## config.mk

```make
export PLATFORM = sky130hd
export DESIGN_NAME = go_back_n_sender_unit
export DESIGN_NICKNAME = d
export VERILOG_FILES = /design/src/rtl/gbn_pkg.sv /design/src/rtl/gbn_front.sv /design/src/rtl/gbn_queue.sv /design/src/rtl/gbn_back.sv /design/src/rtl/go_back_n_sender_unit.sv
export SDC_FILE = /design/constraint.sdc
export NUM_CORES = 1
export LEC_CHECK = 0
export ABC_AREA = 1
export BUFFER_PORTS_ARGS = -buffer_cell sky130_fd_sc_hd__clkbuf_2
export CAP_MARGIN = 10
export CORE_MARGIN = 2
export CORE_UTILIZATION = 60
export CTS_CLUSTER_SIZE = 10
export DETAILED_ROUTE_END_ITERATION = 8
export GPL_ROUTABILITY_DRIVEN = 0
export PLACE_DENSITY_LB_ADDON = 0.05
export SYNTH_ARGS = -nofsm -noshare
export SYNTH_HDL_FRONTEND = slang
export SYNTH_SLANG_ARGS = --single-unit
```

## constraint.sdc

```tcl
create_clock -name clk -period 5.3 [get_ports clk]
set_input_delay 1.59 -clock clk [delete_from_list [all_inputs] [get_ports clk]]
set_output_delay 1.59 -clock clk [all_outputs]
set_load 0.01 [all_outputs]
```

## src/rtl/gbn_pkg.sv

```systemverilog
package gbn_pkg;

	localparam int SEQ_W      = 16;
	localparam int HANDLE_W   = 16;
	localparam int LEN_W      = 7;
	localparam int TMR_W      = 20;
	localparam int WIN_W      = 4;
	localparam int OUTS_W     = 4;   // outstanding count never exceeds the 4-bit window
	localparam int CFG_IDX_W  = 1;
	localparam int CFG_DATA_W = 20;

	localparam int RING_DEPTH_DEF  = 16;
	localparam int MAX_PAYLOAD_DEF = 80;
	localparam int QUEUE_DEPTH     = 2;

	localparam logic [WIN_W-1:0] WIN_RESET = 4'd6;
	localparam logic [TMR_W-1:0] TMO_RESET = 20'd1000;

	localparam logic [CFG_IDX_W-1:0] CFG_WINDOW  = 1'b0;
	localparam logic [CFG_IDX_W-1:0] CFG_TIMEOUT = 1'b1;

	typedef enum logic [1:0] {
		CMD_OFFER = 2'd0,
		CMD_ACK   = 2'd1,
		CMD_TICK  = 2'd2,
		CMD_END   = 2'd3
	} gbn_cmd_t;

	typedef struct packed {
		gbn_cmd_t            cmd;
		logic [HANDLE_W-1:0] payload_handle;
		logic [LEN_W-1:0]    payload_length;
		logic [SEQ_W-1:0]    ack_number;
	} gbn_item_t;

	typedef struct packed {
		logic                send_valid;
		logic [SEQ_W-1:0]    send_seq;
		logic [HANDLE_W-1:0] send_handle;
		logic [LEN_W-1:0]    send_length;
		logic                is_resend;
		logic                offer_accepted;
		logic                timed_out;
		logic [SEQ_W-1:0]    window_base;
		logic                last;
	} gbn_result_t;

	// Classified word handed from front to back
	typedef struct packed {
		gbn_cmd_t            cmd;
		logic [HANDLE_W-1:0] handle;
		logic [LEN_W-1:0]    length;
		logic [SEQ_W-1:0]    ack;
	} gbn_op_t;

	typedef struct packed {
		logic [HANDLE_W-1:0] handle;
		logic [LEN_W-1:0]    length;
	} gbn_slot_t;

endpackage

```

## src/rtl/gbn_front.sv

```systemverilog
module gbn_front #(
	parameter int MAX_PAYLOAD = gbn_pkg::MAX_PAYLOAD_DEF
) (
	input  logic                start,
	input  gbn_pkg::gbn_item_t  item,
	input  logic                q_full,
	output logic                busy,
	output logic                push,
	output gbn_pkg::gbn_op_t    op
);
	import gbn_pkg::*;

	assign busy = q_full;
	assign push = start & ~q_full;

	// Classify: keep only the fields the command uses, clamp oversized payloads
	always_comb begin
		op = '0;
		op.cmd = item.cmd;
		case (item.cmd)
			CMD_OFFER: begin
				op.handle = item.payload_handle;
				if (32'(item.payload_length) > MAX_PAYLOAD) begin
					op.length = LEN_W'(MAX_PAYLOAD);
				end else begin
					op.length = item.payload_length;
				end
			end
			CMD_ACK: begin
				op.ack = item.ack_number;
			end
			default: begin
			end
		endcase
	end

endmodule

```

## src/rtl/gbn_queue.sv

```systemverilog
module gbn_queue (
	input  logic              clk,
	input  logic              arst_n,
	input  logic              push,
	input  gbn_pkg::gbn_op_t  wdata,
	input  logic              pop,
	output gbn_pkg::gbn_op_t  rdata,
	output logic              empty,
	output logic              full
);
	import gbn_pkg::*;

	localparam int PTR_W = (QUEUE_DEPTH > 1) ? $clog2(QUEUE_DEPTH) : 1;
	localparam int CNT_W = $clog2(QUEUE_DEPTH + 1);

	gbn_op_t            entry_q [QUEUE_DEPTH];
	logic [PTR_W-1:0]   wr_ptr_q;
	logic [PTR_W-1:0]   rd_ptr_q;
	logic [CNT_W-1:0]   count_q;
	logic               do_push;
	logic               do_pop;

	assign empty   = (count_q == '0);
	assign full    = (count_q == CNT_W'(QUEUE_DEPTH));
	assign do_push = push & ~full;
	assign do_pop  = pop & ~empty;
	assign rdata   = entry_q[rd_ptr_q];

	always_ff @(posedge clk) begin
		if (do_push) begin
			entry_q[wr_ptr_q] <= wdata;
		end
	end

	always_ff @(posedge clk or negedge arst_n) begin
		if (!arst_n) begin
			wr_ptr_q <= '0;
			rd_ptr_q <= '0;
			count_q  <= '0;
		end else begin
			if (do_push) begin
				wr_ptr_q <= (wr_ptr_q == PTR_W'(QUEUE_DEPTH - 1)) ? '0 : wr_ptr_q + 1'b1;
			end
			if (do_pop) begin
				rd_ptr_q <= (rd_ptr_q == PTR_W'(QUEUE_DEPTH - 1)) ? '0 : rd_ptr_q + 1'b1;
			end
			case ({do_push, do_pop})
				2'b10:   count_q <= count_q + 1'b1;
				2'b01:   count_q <= count_q - 1'b1;
				default: count_q <= count_q;
			endcase
		end
	end

endmodule

```

## src/rtl/gbn_back.sv

```systemverilog
module gbn_back #(
	parameter int RING_DEPTH = gbn_pkg::RING_DEPTH_DEF
) (
	input  logic                              clk,
	input  logic                              arst_n,
	input  logic                              cfg_we,
	input  logic [gbn_pkg::CFG_IDX_W-1:0]     cfg_index,
	input  logic [gbn_pkg::CFG_DATA_W-1:0]    cfg_data,
	input  logic                              q_empty,
	input  gbn_pkg::gbn_op_t                  q_data,
	output logic                              pop,
	output logic                              result_valid,
	output gbn_pkg::gbn_result_t              result
);
	import gbn_pkg::*;

	localparam int IDX_W = $clog2(RING_DEPTH);
	localparam int SUM_W = IDX_W + OUTS_W;

	typedef enum logic [1:0] {
		ST_RUN  = 2'b01,
		ST_WALK = 2'b10
	} gbn_state_t;

	gbn_state_t          state_q, state_d;
	logic [WIN_W-1:0]    win_q;
	logic [TMR_W-1:0]    tmo_q;
	logic [SEQ_W-1:0]    base_q, base_d;
	logic [SEQ_W-1:0]    next_q, next_d;
	logic [IDX_W-1:0]    base_idx_q, base_idx_d;
	logic [IDX_W-1:0]    next_idx_q, next_idx_d;
	logic [TMR_W-1:0]    tmr_q, tmr_d;
	logic                tmr_run_q, tmr_run_d;
	logic [OUTS_W-1:0]   walk_i_q, walk_i_d;

	gbn_slot_t           ring_mem [RING_DEPTH];
	gbn_slot_t           rd_q;
	logic                rd_en;
	logic [IDX_W-1:0]    rd_addr;
	logic                wr_en;

	gbn_result_t         res_s1, res_d;
	gbn_result_t         res_out;
	logic                vld_s1, vld_d;
	logic                mem_s1, mem_d;

	logic [SEQ_W-1:0]    outs;
	logic [SEQ_W-1:0]    ack_off;
	logic [SEQ_W-1:0]    ack_next;
	logic [OUTS_W-1:0]   ack_delta;
	logic [TMR_W-1:0]    tmr_inc;
	logic [SUM_W-1:0]    walk_sum;
	logic [SUM_W-1:0]    ack_sum;

	assign outs     = next_q - base_q;
	assign ack_off  = q_data.ack - base_q;
	assign ack_next = q_data.ack + 1'b1;
	assign ack_delta = OUTS_W'(ack_off + 1'b1);
	assign tmr_inc  = tmr_q + 1'b1;
	assign pop      = ~q_empty & (state_q == ST_RUN);

	// Ring slots of the packet being resent and of the new base after an ack: base slot plus offset, wrapped once
	always_comb begin
		walk_sum = SUM_W'(base_idx_q) + SUM_W'(walk_i_q);
		if (walk_sum >= SUM_W'(RING_DEPTH)) begin
			walk_sum = walk_sum - SUM_W'(RING_DEPTH);
		end
		ack_sum = SUM_W'(base_idx_q) + SUM_W'(ack_delta);
		if (ack_sum >= SUM_W'(RING_DEPTH)) begin
			ack_sum = ack_sum - SUM_W'(RING_DEPTH);
		end
	end

	assign rd_addr = walk_sum[IDX_W-1:0];

	always_comb begin
		state_d    = state_q;
		base_d     = base_q;
		next_d     = next_q;
		base_idx_d = base_idx_q;
		next_idx_d = next_idx_q;
		tmr_d      = tmr_q;
		tmr_run_d  = tmr_run_q;
		walk_i_d   = walk_i_q;
		res_d      = '0;
		vld_d      = 1'b0;
		mem_d      = 1'b0;
		rd_en      = 1'b0;
		wr_en      = 1'b0;

		if (state_q == ST_WALK) begin
			rd_en             = 1'b1;
			vld_d             = 1'b1;
			mem_d             = 1'b1;
			res_d.send_valid  = 1'b1;
			res_d.send_seq    = base_q + SEQ_W'(walk_i_q);
			res_d.is_resend   = 1'b1;
			res_d.timed_out   = 1'b1;
			res_d.window_base = base_q;
			res_d.last        = (walk_i_q == outs[OUTS_W-1:0] - 1'b1);
			walk_i_d          = walk_i_q + 1'b1;
			if (res_d.last) begin
				state_d = ST_RUN;
			end
		end else if (pop) begin
			vld_d             = 1'b1;
			res_d.window_base = base_q;
			res_d.last        = 1'b1;
			case (q_data.cmd)
				CMD_OFFER: begin
					if (outs < SEQ_W'(win_q) && 32'(outs) < RING_DEPTH) begin
						wr_en                = 1'b1;
						next_d               = next_q + 1'b1;
						next_idx_d           = (next_idx_q == IDX_W'(RING_DEPTH - 1)) ?
						                       '0 : next_idx_q + 1'b1;
						if (outs == '0) begin
							tmr_d     = '0;
							tmr_run_d = 1'b1;
						end
						res_d.send_valid     = 1'b1;
						res_d.send_seq       = next_q;
						res_d.send_handle    = q_data.handle;
						res_d.send_length    = q_data.length;
						res_d.offer_accepted = 1'b1;
					end
				end
				CMD_ACK: begin
					if (ack_off < outs) begin
						base_d            = ack_next;
						base_idx_d        = ack_sum[IDX_W-1:0];
						tmr_d             = '0;
						tmr_run_d         = (next_q != ack_next);
						res_d.window_base = ack_next;
					end
				end
				CMD_TICK: begin
					if (tmr_run_q) begin
						tmr_d = tmr_inc;
						if (tmr_inc >= tmo_q && outs != '0) begin
							// expired: drop this slot and walk the window
							tmr_d    = '0;
							state_d  = ST_WALK;
							walk_i_d = '0;
							vld_d    = 1'b0;
						end
					end
				end
				CMD_END: begin
					res_d.send_valid = 1'b1;
					res_d.send_seq   = next_q;
				end
				default: begin
				end
			endcase
		end
	end

	always_ff @(posedge clk) begin
		if (wr_en) begin
			ring_mem[next_idx_q] <= '{handle: q_data.handle, length: q_data.length};
		end
		if (rd_en) begin
			rd_q <= ring_mem[rd_addr];
		end
	end

	// Merge the ring read into a resend word
	always_comb begin
		res_out = res_s1;
		if (mem_s1) begin
			res_out.send_handle = rd_q.handle;
			res_out.send_length = rd_q.length;
		end
	end

	always_ff @(posedge clk) begin
		res_s1 <= res_d;
		mem_s1 <= mem_d;
		result <= res_out;
	end

	always_ff @(posedge clk or negedge arst_n) begin
		if (!arst_n) begin
			state_q      <= ST_RUN;
			win_q        <= WIN_RESET;
			tmo_q        <= TMO_RESET;
			base_q       <= '0;
			next_q       <= '0;
			base_idx_q   <= '0;
			next_idx_q   <= '0;
			tmr_q        <= '0;
			tmr_run_q    <= 1'b0;
			walk_i_q     <= '0;
			vld_s1       <= 1'b0;
			result_valid <= 1'b0;
		end else begin
			state_q      <= state_d;
			base_q       <= base_d;
			next_q       <= next_d;
			base_idx_q   <= base_idx_d;
			next_idx_q   <= next_idx_d;
			tmr_q        <= tmr_d;
			tmr_run_q    <= tmr_run_d;
			walk_i_q     <= walk_i_d;
			vld_s1       <= vld_d;
			result_valid <= vld_s1;
			if (cfg_we) begin
				if (cfg_index == CFG_WINDOW) begin
					win_q <= cfg_data[WIN_W-1:0];
				end else if (cfg_index == CFG_TIMEOUT) begin
					tmo_q <= cfg_data[TMR_W-1:0];
				end
			end
		end
	end

	a_walk_has_work: assert property (@(posedge clk) disable iff (!arst_n)
		(state_q == ST_WALK) |-> (next_q != base_q))
		else $error("resend walk with empty window");

	a_outs_bounded: assert property (@(posedge clk) disable iff (!arst_n)
		(outs <= SEQ_W'(15)) && (32'(outs) <= RING_DEPTH))
		else $error("outstanding count beyond window limit");

	a_timer_tracks_window: assert property (@(posedge clk) disable iff (!arst_n)
		tmr_run_q == (next_q != base_q))
		else $error("timer state disagrees with outstanding packets");

	a_burst_contiguous: assert property (@(posedge clk) disable iff (!arst_n)
		(vld_s1 && !res_s1.last) |=> vld_s1)
		else $error("gap inside a resend burst");

endmodule

```

## src/rtl/go_back_n_sender_unit.sv

```systemverilog
// An offer, ack, tick or end is queued, popped by the back and strobed through res_s1 and result;
// an expiring tick strobes no word itself, and its resends then follow one word per cycle.
// One item per cycle while no resend walk runs; an expiring tick holds the executor for its walk.
// busy rises when the 2-word command queue is full; results cannot be stalled by the receiver.
// Reset (arst_n low) clears window pointers, timer and queue; config returns to window 6,
// timeout 1000. Ring contents are not cleared and are only read after being written.
module go_back_n_sender_unit #(
	parameter int RING_DEPTH  = gbn_pkg::RING_DEPTH_DEF,
	parameter int MAX_PAYLOAD = gbn_pkg::MAX_PAYLOAD_DEF
) (
	input  logic                            clk,
	input  logic                            arst_n,
	input  logic                            start,
	output logic                            busy,
	input  gbn_pkg::gbn_item_t              item,
	input  logic                            cfg_we,
	input  logic [gbn_pkg::CFG_IDX_W-1:0]   cfg_index,
	input  logic [gbn_pkg::CFG_DATA_W-1:0]  cfg_data,
	output logic                            result_valid,
	output gbn_pkg::gbn_result_t            result
);
	import gbn_pkg::*;

	// Front side: take the command word, classify it and clamp the payload length
	gbn_op_t  push_op;
	gbn_op_t  head_op;
	logic     push;
	logic     pop;
	logic     q_full;
	logic     q_empty;

	gbn_front #(
		.MAX_PAYLOAD (MAX_PAYLOAD)
	) u_front (
		.start  (start),
		.item   (item),
		.q_full (q_full),
		.busy   (busy),
		.push   (push),
		.op     (push_op)
	);

	// Short queue decouples intake from execution so a resend walk can stall
	// the back while the front still takes words
	gbn_queue u_queue (
		.clk    (clk),
		.arst_n (arst_n),
		.push   (push),
		.wdata  (push_op),
		.pop    (pop),
		.rdata  (head_op),
		.empty  (q_empty),
		.full   (q_full)
	);

	// Back side: window pointers, packet ring, retransmit timer and resend walk.
	// Each command finishes in one pop; an expiring tick walks the ring one slot
	// a cycle through the memory read port.
	gbn_back #(
		.RING_DEPTH (RING_DEPTH)
	) u_back (
		.clk          (clk),
		.arst_n       (arst_n),
		.cfg_we       (cfg_we),
		.cfg_index    (cfg_index),
		.cfg_data     (cfg_data),
		.q_empty      (q_empty),
		.q_data       (head_op),
		.pop          (pop),
		.result_valid (result_valid),
		.result       (result)
	);

endmodule
```

==> flow_summary.json, run 1 <==
{
  "async_flop_share_pct": 14.10,
  "synth_top_family_by_area": "simple AND/OR/NAND/NOR gates",
  "r2r_slack_ns": 0.49,
  "slew_headroom_pct": 21.51,
  "irDropWorstVdd_uv": 267.8,
  "ys_seq_area_share_pct": 61.27,
  "grt_pass1_wl_mm": 116.9,
  "cts_hold_buf": 0,
  "ys_warn_count": 0,
  "htree_levels": 3,
  "post_cts_resize_count": 0,
  "synth_area_sq_um": 31020,
  "die-width_um": 231.4,
  "antenna_found_initial": 0,
  "numCtsBuffers": 80,
  "drv_cap": 0,
  "final_layout_size_suffix_gt1_share_pct": 12.70,
  "cp-end-kind": "register",
  "row_count": 83,
  "regArea_sq_um": 19000,
  "antenna_left": 0,
  "root_buffer": "clkbuf_16",
  "start_util_pct": 60.59,
  "r2r_end": "u_back.tmr_q[2]$_DFFE_PN0P_",
  "grt_usage_pct": 28.37,
  "grt_max_degree": 130,
  "wire_per_inst_um": 19.63,
  "die_h_um": 231.4,
  "syn_nets": 3178,
  "start_kind": "register",
  "core_area_sq_um": 51200,
  "hpwl_mm": 49.26,
  "clock_path_buffers": 3,
  "synthXorXnorAreaFrac_pct": 2.291,
  "rsz0062_at_grt": "false",
  "nets": 3298,
  "worst_r2r_startpoint": "u_queue.rd_ptr_q$_DFFE_PN0P_",
  "synth.avg_cell_area_sq_um": 10.29,
  "multiInputGateArea_sq_um": 10580,
  "critPathSlowestCell": "dfrtp_1",
  "setup_violations": 0,
  "worstPathRequired_ns": 5.80,
  "slew_violations": 0,
  "p_leak_nw": 15.25,
  "crit_type": "register to register",
  "cp_max_fo": 23,
  "fmax_mhz": 207.8,
  "portBuffers": 127,
  "path_clk_slew_ns": 0.05,
  "antennaDiodeCount": 0,
  "wirelength_mm": 75.77,
  "yosys_most_used_dff": "edfxtp_1",
  "finClkSkew_ns": 0.02130,
  "pre_cts_ws_ns": 0.2430,
  "cp_cell_sequence": "inv_1 > buf_4 > nand2_1 > nand2_1 > inv_1 > fa_1 > nor2_1 > nor2_1 > o211ai_1 > a21boi_0 > o21ai_0 > nand2_1 > nand2_1 > a21oi_1 > xnor2_1 > ha_1 > nand2_1 > a21oi_1 > a21boi_4 > nand2_1 > nand2_4 > nand3_4 > nand2_1 > nand2_1",
  "cellPowerDensity_nw_per_um2": 311.5,
  "grt_pass1_vias": 20990,
  "hold_path.class": "register to register",
  "finalCritPeriodShare_pct": 90.82,
  "cts_setup_buffers": 0,
  "final.setup.worst_slack_ns": 0.4866,
  "crit_start": "u_queue.rd_ptr_q$_DFFE_PN0P_",
  "synth_edf_count": 473,
  "clkSinkCount": 688,
  "drt_first_pass_iters": 6,
  "worstSkewPairLatency_ns": 0.62,
  "hold_violations": 0,
  "synth.distinct_cells": 53,
  "tns_ns": 0,
  "cp-endpoint": "u_back.tmr_q[2]$_DFFE_PN0P_",
  "num_vias": 22280,
  "tightest_slew_ns": 1.175,
  "status": "completed",
  "cpMostUsedCell": "nand2_1",
  "synthMuxAreaShare_pct": 1.735,
  "synth-adder-area-share_pct": 4.114,
  "reg2reg_depth": 24,
  "synth_compound_area_share_pct": 7.495,
  "cts_tree": "done",
  "fillers": 3941,
  "period_needed_ns": 4.813,
  "grt-ovfl-total": 0,
  "drtIter0Drc": 2398,
  "syn_inst": 3013,
  "die_area_sq_um": 53530,
  "via_per_inst": 5.771,
  "arrival_ns": 5.31,
  "synth_seq_cells": 688,
  "synth_simple_gate_area_share_pct": 18.08,
  "io_pins": 128,
  "max_stage_delay_ns": 0.44,
  "drc": 0,
  "area_growth_syn_to_layout_pct": 11.96
}
cell type report:
| class | instances | share of cell area, % |
|---|---|---|
| Inverter | 266 | 2.886 |
| Timing Repair Buffer | 163 | 2.709 |
| Tap cell | 680 | 2.450 |
| Multi-Input combinational cell | 1934 | 30.47 |
| Clock buffer | 120 | 6.316 |
| Clock inverter | 10 | 0.4468 |
| Sequential cell | 688 | 54.73 |
stage by stage:
step                      area (sq um)  total power [mW]  hold WS (ns)  util [%]  std cells
after floorplan                  31020             5.905        0.3096         -       3013
after global routing             34730             11.13        0.3275     67.83       3861
after detailed placement         32350             5.967        0.3136     63.18       3730
after global placement           32350             5.960        0.3107     63.18       3730
after CTS                        34690             10.89        0.3259     67.77       3860
final                            34730             10.82        0.3244     67.83       3861
flip-flops by register name (all words and copies together) (netlist names):
name,count
u_back.ring_mem,368
u_queue.entry_q,82
u_back.result,59
u_back.res_out,36
u_back.rd_q,23
u_back.res_s1,23
u_back.tmo_q,20
u_back.tmr_q,20
u_back.base_q,16
u_back.next_q,16
u_back.base_idx_q,4
u_back.next_idx_q,4
u_back.walk_i_q,4
u_back.win_q,4
u_back.state_q,2
u_queue.count_q,2
u_back.result_valid,1
u_back.tmr_run_q,1
u_back.vld_s1,1
u_queue.rd_ptr_q,1
u_queue.wr_ptr_q,1
worst min-delay path by stage:
| stage | startpoint | end | depth (start not counted) |
|---|---|---|---|
| CTS | u_back.res_out[43]$_DFF_P_ | u_back.result[43]$_DFF_P_ | 0 |
| global route | u_back.res_out[43]$_DFF_P_ | u_back.result[43]$_DFF_P_ | 0 |
| floorplan | u_back.res_out[0]$_DFF_P_ | u_back.result[0]$_DFF_P_ | 0 |
| finish | u_back.res_out[59]$_SDFF_PP1_ | u_back.result[59]$_DFF_P_ | 0 |
| detailed placement | u_back.res_out[43]$_DFF_P_ | u_back.result[43]$_DFF_P_ | 0 |
| global placement | u_back.res_out[43]$_DFF_P_ | u_back.result[43]$_DFF_P_ | 0 |
metal layers:
layer | part of all wire [%] | global-route usage [%]
met5 | 0 | 0
met3 | 9.6 | 6.705
met1 | 45 | 42.70
met4 | 2.5 | 8.911
met2 | 43 | 40.84
synth_stat cells (all sizes together), types with 4 or more instances:
| master | number | area share [%] |
|---|---|---|
| clkbuf | 87 | 1.1 |
| ha | 94 | 3.8 |
| nand3 | 122 | 2.0 |
| a31oi | 26 | 0.52 |
| nor3 | 18 | 0.29 |
| nand2 | 572 | 7.0 |
| o32ai | 91 | 2.6 |
| buf | 38 | 0.75 |
| dfxtp | 118 | 7.6 |
| edfxtp | 473 | 46 |
| xnor2 | 22 | 0.62 |
| xor2 | 53 | 1.5 |
| nand2b | 22 | 0.44 |
| or2 | 29 | 0.58 |
| inv | 263 | 3.2 |
| fa | 5 | 0.32 |
| and2 | 5 | 0.10 |
| dfrtp | 88 | 7.1 |
| nor4 | 6 | 0.14 |
| a21oi | 66 | 1.1 |
| nand4 | 63 | 1.3 |
| mux2 | 46 | 1.7 |
| nor2 | 491 | 6.2 |
| dfstp | 9 | 0.76 |
| nand3b | 4 | 0.097 |
| o21ai | 180 | 2.9 |
worst max-delay path, delay by kind of cell (launching register included):
kind,cells,cell delay (ns)
AND/OR/NAND/NOR,12,1.68
AO/OA/AOI/OAI,6,1.28
adder cells (fa/ha/maj),2,0.71
flip-flops,1,0.44
buffers and inverters,3,0.38
XOR/XNOR,1,0.17
power breakdown:
group          total, mW  switching, mW  leakage (nW)  internal (mW)
Combinational      0.131         0.0827          6.95         0.0484
Clock               4.96           2.10          1.12           2.86
Sequential          5.73        0.00849          7.17           5.72
Total               10.8           2.19          15.3           8.63
kinds of logic after synthesis:
family,count (synthesis)
AO/OA/AOI/OAI,378
XOR/XNOR,77
adder cells (fa/ha/maj),99
buffers and inverters,391
flip-flops,688
multiplexers,48
AND/OR/NAND/NOR,1332
cell usage in the layout, fill, tap and decap left out, types with 4 or more instances in the layout:
master / instances
nand2_1: 568
edfxtp_1: 473
nor2_1: 448
inv_1: 260
o21ai_0: 173
clkbuf_2: 126
nand3_1: 119
dfxtp_1: 118
ha_1: 93
o32ai_1: 91
dfrtp_1: 88
clkbuf_16: 81
a21oi_1: 64
nand4_1: 63
xor2_1: 51
mux2_2: 46
nor2_2: 38
clkbuf_1: 37
buf_4: 34
or2_2: 29
a31oi_1: 26
nand2b_1: 22
xnor2_1: 21
nor3_1: 17
dfstp_2: 9
o21ai_1: 7
nor4_1: 5
and2_1: 5
nor2_4: 5
nand3b_1: 4
fa_1: 4
clkinv_16: 4
(Power assumes the default switching activity.)
==> inputs of run 2 (changes only) <==
--- a/config.mk
+++ b/config.mk
@@ -10,10 +10,10 @@
 export CAP_MARGIN = 10
 export CORE_MARGIN = 2
 export CORE_UTILIZATION = 60
-export CTS_CLUSTER_SIZE = 10
 export DETAILED_ROUTE_END_ITERATION = 8
 export GPL_ROUTABILITY_DRIVEN = 0
-export PLACE_DENSITY_LB_ADDON = 0.05
+export GPL_TIMING_DRIVEN = 0
+export PLACE_DENSITY = 0.77
 export SYNTH_ARGS = -nofsm -noshare
 export SYNTH_HDL_FRONTEND = slang
 export SYNTH_SLANG_ARGS = --single-unit
==> run 2 against run 1 <==
Against the previous run: design area up 0.89%; die area unchanged; register-to-register slack worse by 0.15 ns; critical path type unchanged; largest cell class unchanged.
==> flow_summary.json, run 2 (same netlist as run 1, synthesis figures left out) <==
{
  "p_sw_mw": 2.137,
  "row_count": 83,
  "num_vias": 23340,
  "reg_top3": "u_back.ring_mem x368, u_queue.entry_q x82, u_back.result x59",
  "grt_pass1_wl_mm": 123.8,
  "fillers": 3658,
  "largest_reg_flops": 368,
  "cellPowerDensity_nw_per_um2": 300.7,
  "hold_path.class": "register to register",
  "largest_register": "u_back.ring_mem",
  "worstSkewPairLatency_ns": 0.62,
  "via_per_inst": 5.893,
  "post_cts_resize_count": 0,
  "final_layout_size_suffix_gt1_share_pct": 12.53,
  "power_frac_clock_pct": 44.4,
  "period_needed_ns": 4.961,
  "start_kind": "register",
  "cts_setup_buffers": 0,
  "irDropWorstVdd_uv": 303.8,
  "arrival_ns": 5.43,
  "cp_max_fo": 10,
  "critPathSlowestCell": "o21ai_0",
  "grt_usage_pct": 29.96,
  "p_leak_nw": 15.36,
  "root_buffer": "clkbuf_16",
  "cp_cell_sequence": "buf_2 > o21ai_0 > ha_1 > fa_1 > nor2_1 > nor2_1 > o211ai_1 > a21boi_0 > o21ai_0 > nand2_1 > nand2_1 > a21oi_1 > xnor2_1 > ha_1 > nand3_1 > nor2_1 > nand2_1 > nand3_1 > buf_2 > nand2_1 > nand3_1 > nand2_1",
  "layout_common_cells": "nand2_1, edfxtp_1, nor2_1",
  "cts_hold_buf": 0,
  "antennaDiodeCount": 0,
  "reg2reg_depth": 22,
  "portBuffers": 127,
  "max_stage_delay_ns": 0.84,
  "fmax_mhz": 201.6,
  "slew_violations": 0,
  "crit_type": "register to register",
  "wire_per_inst_um": 20.20,
  "antenna_found_initial": 0,
  "r2r_slack_ns": 0.34,
  "setup_violations": 0,
  "core_area_sq_um": 51200,
  "hold_violations": 0,
  "r2r_end": "u_back.res_out[1]$_DFF_P_",
  "antenna_left": 0,
  "hold_path_depth": 0,
  "grt-ovfl-total": 0,
  "path_clk_slew_ns": 0.07,
  "cp-end-kind": "register",
  "swShare_pct": 20.28,
  "total_power_mw": 10.53,
  "die_h_um": 231.4,
  "wirelength_mm": 80.01,
  "combPwrFrac_pct": 1.3,
  "hpwl_mm": 56.98,
  "finalCritPeriodShare_pct": 93.60,
  "grt_max_degree": 53,
  "cpMostUsedCell": "nand2_1",
  "finClkSkew_ns": 0.02266,
  "nets": 3392,
  "seq_power_share_pct": 54.3,
  "min_from": "u_back.res_out[43]$_DFF_P_",
  "die-width_um": 231.4,
  "start_util_pct": 60.59,
  "p_int_mw": 8.398,
  "cts_tree": "done",
  "clkSinkCount": 688,
  "final.setup.worst_slack_ns": 0.3390,
  "io_pins": 128,
  "worstPathRequired_ns": 5.77,
  "numCtsBuffers": 67,
  "grt_pass1_vias": 22840,
  "area_growth_syn_to_layout_pct": 12.95,
  "final_common_cell": "nand2_1",
  "pre_cts_ws_ns": 0.5635,
  "tightest_slew_ns": 1.125,
  "drt_first_pass_iters": 7,
  "drv_cap": 0,
  "status": "completed",
  "drc": 0,
  "worst_r2r_startpoint": "u_queue.rd_ptr_q$_DFFE_PN0P_",
  "slew_headroom_pct": 24.23,
  "worstHoldEndpoint": "u_back.result[43]$_DFF_P_",
  "drtIter0Drc": 2805,
  "htree_levels": 3,
  "rsz0062_at_grt": "false",
  "clock_path_buffers": 3,
  "die_area_sq_um": 53530
}
==> run 2: cell types whose count changed in the layout (fill, tap and decap cells not counted), moves of 6 or more <==
cell	before	now
clkbuf_1	37	108
buf_4	34	8
buf_2	0	17
clkbuf_16	81	68
buf_8	1	11
buf_1	0	8
clkbuf_8	2	9
buf_6	0	6
clkinv_1	3	9
==> run 2: metal layers <==
metal	wire, um	GRT usage, %	share of wire, %
met5	0	0	0
met4	2302	10.48	2.9
met2	36480	46.79	46
met3	8994	7.370	11
met1	32240	41.16	40
==> run 2: final cells by class <==
class | count | area (sq um) | share of cell area, %
sequential | 688 | 19000 | 54.24
multi-input combinational | 1934 | 10520 | 30.02
clock buffer | 99 | 1908 | 5.446
inverter | 266 | 999.7 | 2.853
timing repair buffer | 145 | 964.7 | 2.753
tap | 680 | 850.8 | 2.428
buffer | 125 | 559.3 | 1.596
clock inverter | 23 | 231.5 | 0.6607
==> run 2: how the worst max path moves through the flow <==
| stage | cells past startpoint | start | to | slack [ns] |
|---|---|---|---|---|
| after floorplan | 2 | start | u_queue.entry_q[0][0]$_DFFE_PP_ | 1.34 |
| after global placement | 15 | u_back.next_q[0]$_DFFE_PN0P_ | u_back.ring_mem[5][15]$_DFFE_PP_ | -0.15 |
| after detailed placement | 22 | u_queue.rd_ptr_q$_DFFE_PN0P_ | u_back.tmr_q[10]$_DFFE_PN0P_ | 0.56 |
| after CTS | 22 | u_queue.rd_ptr_q$_DFFE_PN0P_ | u_back.tmr_q[6]$_DFFE_PN0P_ | 0.53 |
| after global routing | 22 | u_queue.rd_ptr_q$_DFFE_PN0P_ | u_back.res_out[11]$_DFF_P_ | 0.14 |
| final | 22 | u_queue.rd_ptr_q$_DFFE_PN0P_ | u_back.res_out[1]$_DFF_P_ | 0.34 |
==> run 2: critical path, delay by kind of cell, from the launching register on <==
family,cells,cell delay [ns]
compound gates,5,1.70
simple gates,11,1.31
fa+ha+maj,3,0.86
buf+inv,2,0.47
flops,1,0.38
xor+xnor,1,0.09
==> run 2: power by group through the flow <==
stage               logic [mW]  registers (mW)  clock network (mW)
CTS                      0.139            5.72                4.71
finish                   0.137            5.72                4.68
detailed placement       0.138            5.84                   0
floorplan               0.0718            5.83                   0
global placement         0.129            5.83                   0
global route             0.160            5.72                4.91
==> run 2: metrics by stage <==
| step | hold slack (ns) | utilization, % | cells | setup TNS (ns) | instance area, sq um |
|---|---|---|---|---|---|
| after floorplan | 0.3096 | - | 3013 | 0 | 31020 |
| after global placement | 0.3126 | 63.49 | 3820 | -22.81 | 32500 |
| after detailed placement | 0.3121 | 64.25 | 3838 | 0 | 32900 |
| after CTS | 0.3171 | 68.43 | 3960 | 0 | 35030 |
| after global routing | 0.3231 | 68.43 | 3960 | 0 | 35030 |
| final | 0.3153 | 68.43 | 3960 | 0 | 35030 |
